===== src/rtl/swec_pkg.sv =====
// Shared constants and control types for the sliding-window event counter.
`default_nettype none
package swec_pkg;

    localparam int FIFO_DEPTH   = 1024;
    localparam int ADDR_W       = (FIFO_DEPTH > 1) ? $clog2(FIFO_DEPTH) : 1;
    localparam int CNT_W        = $clog2(FIFO_DEPTH + 1);
    localparam int TIME_W       = 30;
    localparam int OUT_CNT_W    = 11;
    localparam logic [TIME_W-1:0] WINDOW_RESET = TIME_W'(3000);

    typedef enum logic [0:0] {
        ST_IDLE,
        ST_EXPIRE
    } state_t;

    typedef struct packed {
        logic load;
        logic pop;
        logic finish;
    } swec_cmd_t;

    typedef struct packed {
        logic expire;
    } swec_status_t;

endpackage
`default_nettype wire


===== src/rtl/swec_ctrl.sv =====
// Controller state machine: expiry loop, completion and result handshake.
`default_nettype none
module swec_ctrl
    import swec_pkg::*;
(
    input  wire logic         clk,
    input  wire logic         rst_n,
    input  wire logic         event_valid,
    output logic              event_stall,
    output logic              result_valid,
    input  wire logic         result_stall,
    input  wire swec_status_t status,
    output swec_cmd_t         cmd
);

    state_t state_reg;
    state_t state_next;
    logic   result_valid_reg;
    logic   result_valid_next;

    always_ff @(posedge clk or negedge rst_n)
    begin
        if (!rst_n)
        begin
            state_reg        <= ST_IDLE;
            result_valid_reg <= 1'b0;
        end
        else
        begin
            state_reg        <= state_next;
            result_valid_reg <= result_valid_next;
        end
    end

    always_comb
    begin
        state_next        = state_reg;
        cmd               = '0;
        event_stall       = 1'b1;
        result_valid_next = result_valid_reg && result_stall;
        unique case (state_reg)
            ST_IDLE:
            begin
                event_stall = 1'b0;
                if (event_valid)
                begin
                    cmd.load   = 1'b1;
                    state_next = ST_EXPIRE;
                end
            end
            ST_EXPIRE:
            begin
                if (status.expire)
                begin
                    cmd.pop = 1'b1;
                end
                else if (!result_valid_reg || !result_stall)
                begin
                    // load the result register and release the input side
                    cmd.finish        = 1'b1;
                    result_valid_next = 1'b1;
                    state_next        = ST_IDLE;
                end
            end
            default:
            begin
                state_next = ST_IDLE;
            end
        endcase
    end

    assign result_valid = result_valid_reg;

endmodule
`default_nettype wire


===== config.mk =====
export PLATFORM = sky130hd
export DESIGN_NAME = swec_ctrl
export DESIGN_NICKNAME = d
export VERILOG_FILES = /design/src/rtl/swec_pkg.sv /design/src/rtl/swec_ctrl.sv
export SDC_FILE = /design/constraint.sdc
export NUM_CORES = 1
export LEC_CHECK = 0
export ABC_AREA = 1
export BUFFER_PORTS_ARGS = -buffer_cell sky130_fd_sc_hd__buf_2
export CELL_PAD_IN_SITES_DETAIL_PLACEMENT = 1
export CELL_PAD_IN_SITES_GLOBAL_PLACEMENT = 2
export CORE_AREA = 2 2 39 41
export CTS_CLUSTER_DIAMETER = 60
export DETAILED_ROUTE_END_ITERATION = 6
export DIE_AREA = 0 0 41 43
export HOLD_SLACK_MARGIN = 0.08
export PLACE_DENSITY = 0.53
export SETUP_SLACK_MARGIN = 0.5
export SLEW_MARGIN = 20
export SYNTH_ARGS = -nofsm -noshare
export SYNTH_HDL_FRONTEND = slang
export SYNTH_SLANG_ARGS = --single-unit

===== constraint.sdc =====
create_clock -name clk -period 1.07 [get_ports clk]
set_clock_uncertainty 0.2 [all_clocks]
set_input_delay 0.107 -clock clk [delete_from_list [all_inputs] [get_ports clk]]
set_output_delay 0.107 -clock clk [all_outputs]
set_load 0.02 [all_outputs]

==> results of run 1 <==
## critical path: stages (launching register included)
cell and delay, ns:
dfrtp_2 0.40, nand2_2 0.09, nand2_4 0.06, nor2_4 0.08, buf_6 0.12
## power by group through the flow
stage / Sequential, uW / Combinational, uW / Clock (uW)
CTS: 120 / 208 / 178
finish: 123 / 266 / 163
detailed placement: 117 / 156 / 0
floorplan: 139 / 78.0 / 0
global route: 125 / 286 / 182
global placement: 115 / 153 / 0
## worst paths after layout
path / endpoint / slack (ns) / cells past startpoint
max in group asynchronous: result_valid / 1.09 / 1
worst min-delay path: state_reg / -0.53 / 1
worst max-delay path: cmd[0] / -0.20 / 4
worst max register to register: state_reg / 0 / 5
worst min register to register: result_valid / 0.35 / 2
min in group clk: result_valid / -0.06 / 2
## synthesized netlist by cell type (all sizes together)
library cell and number:
nor2 1, nand2 6, inv 4, dfrtp 2
o21ai 1
## cell families (layout without fill, tap and decap cells)
logic type,Yosys count,count (layout),synth area share
AND/OR/NAND/NOR,7,7,0.273
buffers and inverters,4,20,0.156
flip-flops,2,2,0.520
AO/OA/AOI/OAI,1,1,0.0519
## per-layer routing
metal | part of all wire | GRT usage | wire length (um) | vias up
li1 | - | - | - | 72
met1 | 0.39 | 0.0611 | 156 | 65
met2 | 0.46 | 0.0750 | 186 | 10
met3 | 0.15 | 0.0471 | 60 | 0
met4 | 0 | 0.0600 | 0 | 0
met5 | 0 | 0 | 0 | -
## stage by stage
stage	TNS, ns	setup slack, ns
after floorplan	0	0.0292
after global placement	-0.000460	-0.000460
after detailed placement	-0.0205	-0.0182
after CTS	-0.791	-0.222
after global routing	-1.00	-0.260
final	-0.774	-0.203
## area by class of cell
cell class / count / area (um^2)
Clock buffer: 3 / 22.5
Sequential cell: 2 / 52.6
Multi-Input combinational cell: 8 / 58.8
Fill cell: 169 / 1100
Timing Repair Buffer: 13 / 110
Tap cell: 16 / 20.0
Inverter: 4 / 17.5
## repair_timing
| action | CTS | global route |
|---|---|---|
| pin swaps | 3 | 5 |
| resized for setup | 7 | 8 |
| buffers inserted | 2 | 2 |
| endpoints found under the hold margin | 4 | 4 |
| setup endpoints to repair | 7 | 7 |
==> impl_metrics.ini, run 1 <==
[timing]
slew_headroom = 0.894
worst_pin_slew_ns = 0.157
grt_setup_unrepaired = yes
fin_crit_ns = 1.27
hold_viol = 3
hold_slack_ns = -0.531
fin_crit_sh = 1.19
slew_viol_final = 0
setup_slack_ns = -0.203
fmax_mhz = 786
setup_viol = 5

[global_route]
overflow = 0
track_usage = 0.0612
grt_pass1_vias = 153
antenna_found_initial = 0
grt_max_degree = 5
grt_pass1_wl_um = 621

[drt]
avgRoutedWirePerCell_um = 8.74
drtIter0Drc = 0
totalWireLength_um = 402
drtPass1Iterations = 1
route.detailed.drc = 0
viasPerCell = 3.20
vias = 147
postRouteAntennaNets = 0

[finish]
final_cells = 46
layout_common_cells = buf_6 (6), buf_2 (4), clkbuf_4 (3), buf_4 (3)
diodes = 0
area_growth_syn_to_layout_pct = 192
post-route-cell-area_um2 = 282
final_common_cell = buf_6
finalNetCount = 37
final_core_util = 0.203
drive_gt1_frac = 0.867

[clock_tree]
cts_sinks = 2
htreeDepth = 1
cts.clk_slew.worst_paths_ns = 0.03
insertion_delay_ns = 0.22
max-clock-path-buffers = 2
cts_buffers = 3
cts_tree = yes
root_buffer = clkbuf_4

[power_and_ir_drop]
power_uw = 553
comb_power_share = 0.481
sw_frac_of_total = 0.349
power_per_cell_area_mw_per_mm2 = 1960
power_leakage_uw = 0.000152
pwr-share-seq = 0.223
p_sw_uw = 193
vdd_drop_max_v = 0.000418
p_clk_frac = 0.296
intPower_uw = 360

[synthesis]
syn_nets = 19
syn_avg_cell_area_um2 = 6.88
synthesis.area_um2 = 96.3
yosysTopAreaCell = dfrtp_1
yosysSeqAreaShare = 0.519
ys_warn_count = 0
ys_ff_latch = 2
ys_top_cells_by_area = dfrtp_1 (52%), nand2_1 (23%), inv_1 (16%)
synth_cell_types = 5
synthCells = 14
synth_top_area_frac = 0.519

[hold_path]
holdCritPathClass = input pin to asynchronous set/reset pin

[placed_design]
portBuffers = 9
gpl.final_weighted_congestion = 0.550
dp_hpwl_um = 285
place_area_um2 = 179
dp.cells = 39

[floorplanning]
design.portCount = 10
dieWidth_um = 41
die_height_um = 43
rows = 14
die_area_mm2 = 0.00176
core_area_mm2 = 0.00138
start_util = 0.0696

[setup_path]
worst-path-max-fanout = 2
end_kind = output port
path_class = flip-flop to output port
arrival_ns = 0.97
start_kind = flip-flop
cp.required_ns = 0.76
r2r-start = result_valid
critPathLaunch = result_valid

[status]
violations = hold timing, setup timing
status = complete, but fails checks

[job]
drv_cap = 0
Power figures use the tool's default switching activity.
==> inputs of run 2 (changes only) <==
Settings changed: SLEW_MARGIN 20 to 15.
Clock period 1.07 ns to 1.4 ns, I/O delays scaled along.
==> impl_metrics.ini, run 2 (same netlist as run 1, synthesis figures left out) <==
[clock_tree]
hold_buffers = 1
insertion_delay_ns = 0.22
cts_sinks = 2
cts_tree = yes
htreeDepth = 1
cts_buffers = 3
cts.clk_slew.worst_paths_ns = 0.03
root_buffer = clkbuf_4
max-clock-path-buffers = 2

[finish]
final_common_cell = buf_6
area_growth_syn_to_layout_pct = 199
multi_input_area_um2 = 58.8
finalNetCount = 37
drive_gt1_frac = 0.833
layout_common_cells = buf_6 (7), buf_2 (4), clkbuf_4 (3)
diodes = 0
final_core_util = 0.208
regArea_um2 = 52.6
num-fill-cells = 175

[power_and_ir_drop]
power_leakage_uw = 0.000153
vdd_drop_max_v = 0.000304
power_per_cell_area_mw_per_mm2 = 1470

[setup_path]
path_class = flip-flop to output port
arrival_ns = 0.97
path_buf_inv = 1
critPathLaunch = result_valid
crit_chain = nand2_2 > nand2_4 > nor2_4 > buf_6
worst-path-stages = 4
crit_slowest_cell = dfrtp_2
start_kind = flip-flop
r2r-start = result_valid
crit_path_end = cmd[0]
worst-path-max-fanout = 2
cp_top_family = flip-flops
end_kind = output port
crit_path_max_incr_delay_ns = 0.40
rr_worst_depth = 5
regToRegSetupSlack_ns = 0.33
timing.rr.end = state_reg
cp.required_ns = 1.06

[hold_path]
holdCritPathClass = input pin to flip-flop

[job]
drv_cap = 0

[drt]
postRouteAntennaNets = 0
avgRoutedWirePerCell_um = 8.76
drtPass1Iterations = 1
totalWireLength_um = 403
route.detailed.drc = 0
viasPerCell = 3.13
drtIter0Drc = 0
vias = 144

[global_route]
antenna_found_initial = 0
grt_max_degree = 5
grt_pass1_wl_um = 614
grt_pass1_vias = 168
overflow = 0
track_usage = 0.0602

[timing]
grt_setup_unrepaired = yes
tns_ns = 0
worst_pin_slew_ns = 0.156
hold_viol = 2
setup_viol = 0
slew_viol_final = 0
fmax_mhz = 765
fin_crit_sh = 0.934
fin_crit_ns = 1.31
slew_headroom = 0.895
hold_slack_ns = -0.0412

[placed_design]
gpl.final_weighted_congestion = 0.542
dp_hpwl_um = 281
portBuffers = 9

[floorplanning]
core_area_mm2 = 0.00138
rows = 14
start_util = 0.0696
dieWidth_um = 41
die_height_um = 43
die_area_mm2 = 0.00176
design.portCount = 10

[status]
status = complete, but fails checks
violations = hold timing
[run 2: how the worst min path moves through the flow]
| stage | slack, ns | cells after the start | endpoint | from |
|---|---|---|---|---|
| 5_1_grt | -0.03 | 3 | state_reg | event_valid |
| 3_5_place_dp | -0.27 | 1 | state_reg | rst_n |
| 6_report | -0.04 | 3 | state_reg | event_valid |
| 2_1_floorplan | -0.36 | 0 | result_valid | rst_n |
| 4_1_cts | -0.06 | 2 | result_valid | status |
| 3_3_place_gp | -0.27 | 1 | result_valid | rst_n |
[run 2: report_power, final]
group	switching [uW]	leakage [uW]	internal, uW	total, uW
logic	96.2	0.000117	106	202
clock network	30.6	0.0000138	94.3	125
registers	20.5	0.0000219	75.4	95.8
total	147	0.000153	275	423
[run 2: per-layer routing]
layer / vias up / global-route usage / part of all wire
met1: 62 / 0.0547 / 0.38
met4: 0 / 0.0600 / 0
met3: 0 / 0.0471 / 0.14
li1: 72 / - / -
met2: 10 / 0.0781 / 0.48
met5: - / 0 / 0
[run 2: timing repair]
item | CTS | global route
gates resized for setup | 9 | 7
hold endpoints to repair | 4 | 4
buffers inserted | 3 | 0
pin swaps | 3 | 4
endpoints found under the setup margin | 7 | 7
[run 2: per-stage QoR]
step                      hold slack, ns  cell area, um^2  cells  setup WS (ns)  power (uW)
final                            -0.0412              288     46         0.0928         423
after global routing             -0.0288              288     46         0.0496         452
after CTS                        -0.0635              262     46         0.0722         410
after detailed placement          -0.269              179     39          0.275         209
after floorplan                   -0.356              114     14          0.326         166
after global placement            -0.273              179     39          0.297         205
[run 2: layout make-up]
cell class,instances,share of cell area
clock buffers,3,0.0783
flip-flops and latches,2,0.183
repair buffers,13,0.404
well taps,16,0.0696
multi-input cells,8,0.204
inverters,4,0.0609
[run 2: worst register-to-register path: stages (launching register included)]
cell and delay, ns:
dfrtp_2 0.40, nand2_2 0.09, nand2_4 0.06, buf_6 0.11, nand2_1 0.04, nand2_1 0.05
==> inputs of run 3 (changes only) <==
--- a/config.mk
+++ b/config.mk
@@ -17,5 +17,4 @@
 export PLACE_DENSITY = 0.53
 export SETUP_SLACK_MARGIN = 0.5
-export SLEW_MARGIN = 15
 export SYNTH_ARGS = -nofsm -noshare
 export SYNTH_HDL_FRONTEND = slang
==> constraint.sdc (replaced) <==
create_clock -name clk -period 1.4 [get_ports clk]
set_clock_uncertainty 0.2 [all_clocks]
set_input_delay 0.14 -clock clk [delete_from_list [all_inputs] [get_ports clk]]
set_output_delay 0.14 -clock clk [all_outputs]
set_load 0.05 [all_outputs]
==> impl_metrics.ini, run 3 (same netlist as run 1, synthesis figures left out) <==
[drt]
postRouteAntennaNets = 0
viasPerCell = 3.18
drtPass1Iterations = 3
drtIter0Drc = 1
totalWireLength_um = 379
route.detailed.drc = 0
vias = 143
avgRoutedWirePerCell_um = 8.42

[setup_path]
worst-path-max-fanout = 2
crit_path_frequent_cell = nand2_2
crit_path_max_incr_delay_ns = 0.39
path_class = flip-flop to output port
regToRegSetupSlack_ns = 0.31
crit_chain = nand2_2 > nand2_2 > nor2_4 > buf_8
end_kind = output port
rr_worst_depth = 5
start_kind = flip-flop
cp.required_ns = 1.06
crit_slowest_cell = dfrtp_2
arrival_ns = 1.01

[timing]
worst_pin_slew_ns = 0.250
fin_crit_sh = 0.967
fmax_mhz = 739
hold_slack_ns = -0.0518
setup_viol = 0
slew_viol_final = 0
slew_headroom = 0.835
grt_setup_unrepaired = yes
hold_viol = 2
setup_slack_ns = 0.0462
fin_crit_ns = 1.35

[placed_design]
place_area_um2 = 186
gpl.final_weighted_congestion = 0.522
dp_hpwl_um = 277
pre_cts_ws_ns = 0.169
portBuffers = 9
dp.cells = 39

[hold_path]
holdCritPathClass = input pin to flip-flop
holdPathStages = 2

[floorplanning]
design.portCount = 10
start_util = 0.0696
core_area_mm2 = 0.00138
die_height_um = 43
die_area_mm2 = 0.00176
rows = 14
dieWidth_um = 41

[finish]
multi_input_area_um2 = 46.3
final_common_cell = buf_2
final_core_util = 0.194
diodes = 0
final_cells = 45
num-fill-cells = 167
regArea_um2 = 52.6
drive_gt1_frac = 0.793
post-route-cell-area_um2 = 269
area_growth_syn_to_layout_pct = 179
finalNetCount = 36

[global_route]
top_usage_layer = met1
use_met1 = 0.0737
grt.met2_usage = 0.0594
grt_pass1_vias = 148
grt_max_degree = 4
track_usage = 0.0582
antenna_found_initial = 0
grtUsageMet3 = 0.0524
grt_pass1_wl_um = 621
overflow = 0

[status]
status = complete, but fails checks
violations = hold timing

[power_and_ir_drop]
vdd_drop_max_v = 0.000315
power_uw = 468
power_per_cell_area_mw_per_mm2 = 1740
power_leakage_uw = 0.000127

[clock_tree]
cts_sinks = 2
insertion_delay_ns = 0.22
root_buffer = clkbuf_4
hold_buffers = 1
cts_buffers = 3
cts.clk_slew.worst_paths_ns = 0.03
htreeDepth = 1
cts_tree = yes
max-clock-path-buffers = 2

[job]
drv_cap = 0
-- run 3: changes by cell type in the layout (fill, tap and decap cells not counted), moves of 2 or more --
cell        previous run  this run
inv_2                  2         0
nand2_4                2         0
buf_4                  1         3
buf_8                  0         3
clkinvlp_4             0         2
buf_6                  7         0
-- run 3: final timing paths --
path | endpoint | start
max | cmd[0] | result_valid
min | result_valid | status
max reg2reg | state_reg | result_valid
min reg2reg | result_valid | result_valid
max in group asynchronous | state_reg | rst_n
min in group asynchronous | result_valid | rst_n
-- run 3: timing repair --
action,4_1_cts,5_1_grt
resized for setup,8,3
pin swaps,3,0
setup endpoints to repair,7,7
endpoints found under the hold margin,4,4
setup buffers,1,1
-- run 3: critical path: cells and delay by family, from the launching register on --
family / cells / cell delay (ns)
buf+inv: 1 / 0.15
simple gates: 3 / 0.25
flops: 1 / 0.39
-- run 3: area by class of cell --
class,count,share of cell area
sequential,2,0.195
tap,16,0.0744
multi-input combinational,8,0.172
timing repair buffer,12,0.381
clock buffer,3,0.0837
inverter,4,0.0930
-- run 3: per-layer routing --
layer / vias up / wire length, um / part of all wire
li1: 69 / - / -
met1: 62 / 157 / 0.41
met2: 12 / 161 / 0.42
met3: 0 / 61 / 0.16
met4: 0 / 0 / 0
met5: - / 0 / 0
-- run 3: power breakdown --
part	internal [uW]	total [uW]	leakage, uW	switching [uW]
clock network	94.2	123	0.0000138	29.0
registers	75.2	89.1	0.0000219	13.9
logic	93.9	255	0.0000917	162
-- run 3: through the flow --
stage	hold WS (ns)	setup TNS (ns)
3_3_place_gp	-0.273	0
3_5_place_dp	-0.269	0
6_report	-0.0518	0
4_1_cts	-0.0568	0
2_1_floorplan	-0.356	0
5_1_grt	-0.0255	-0.00574
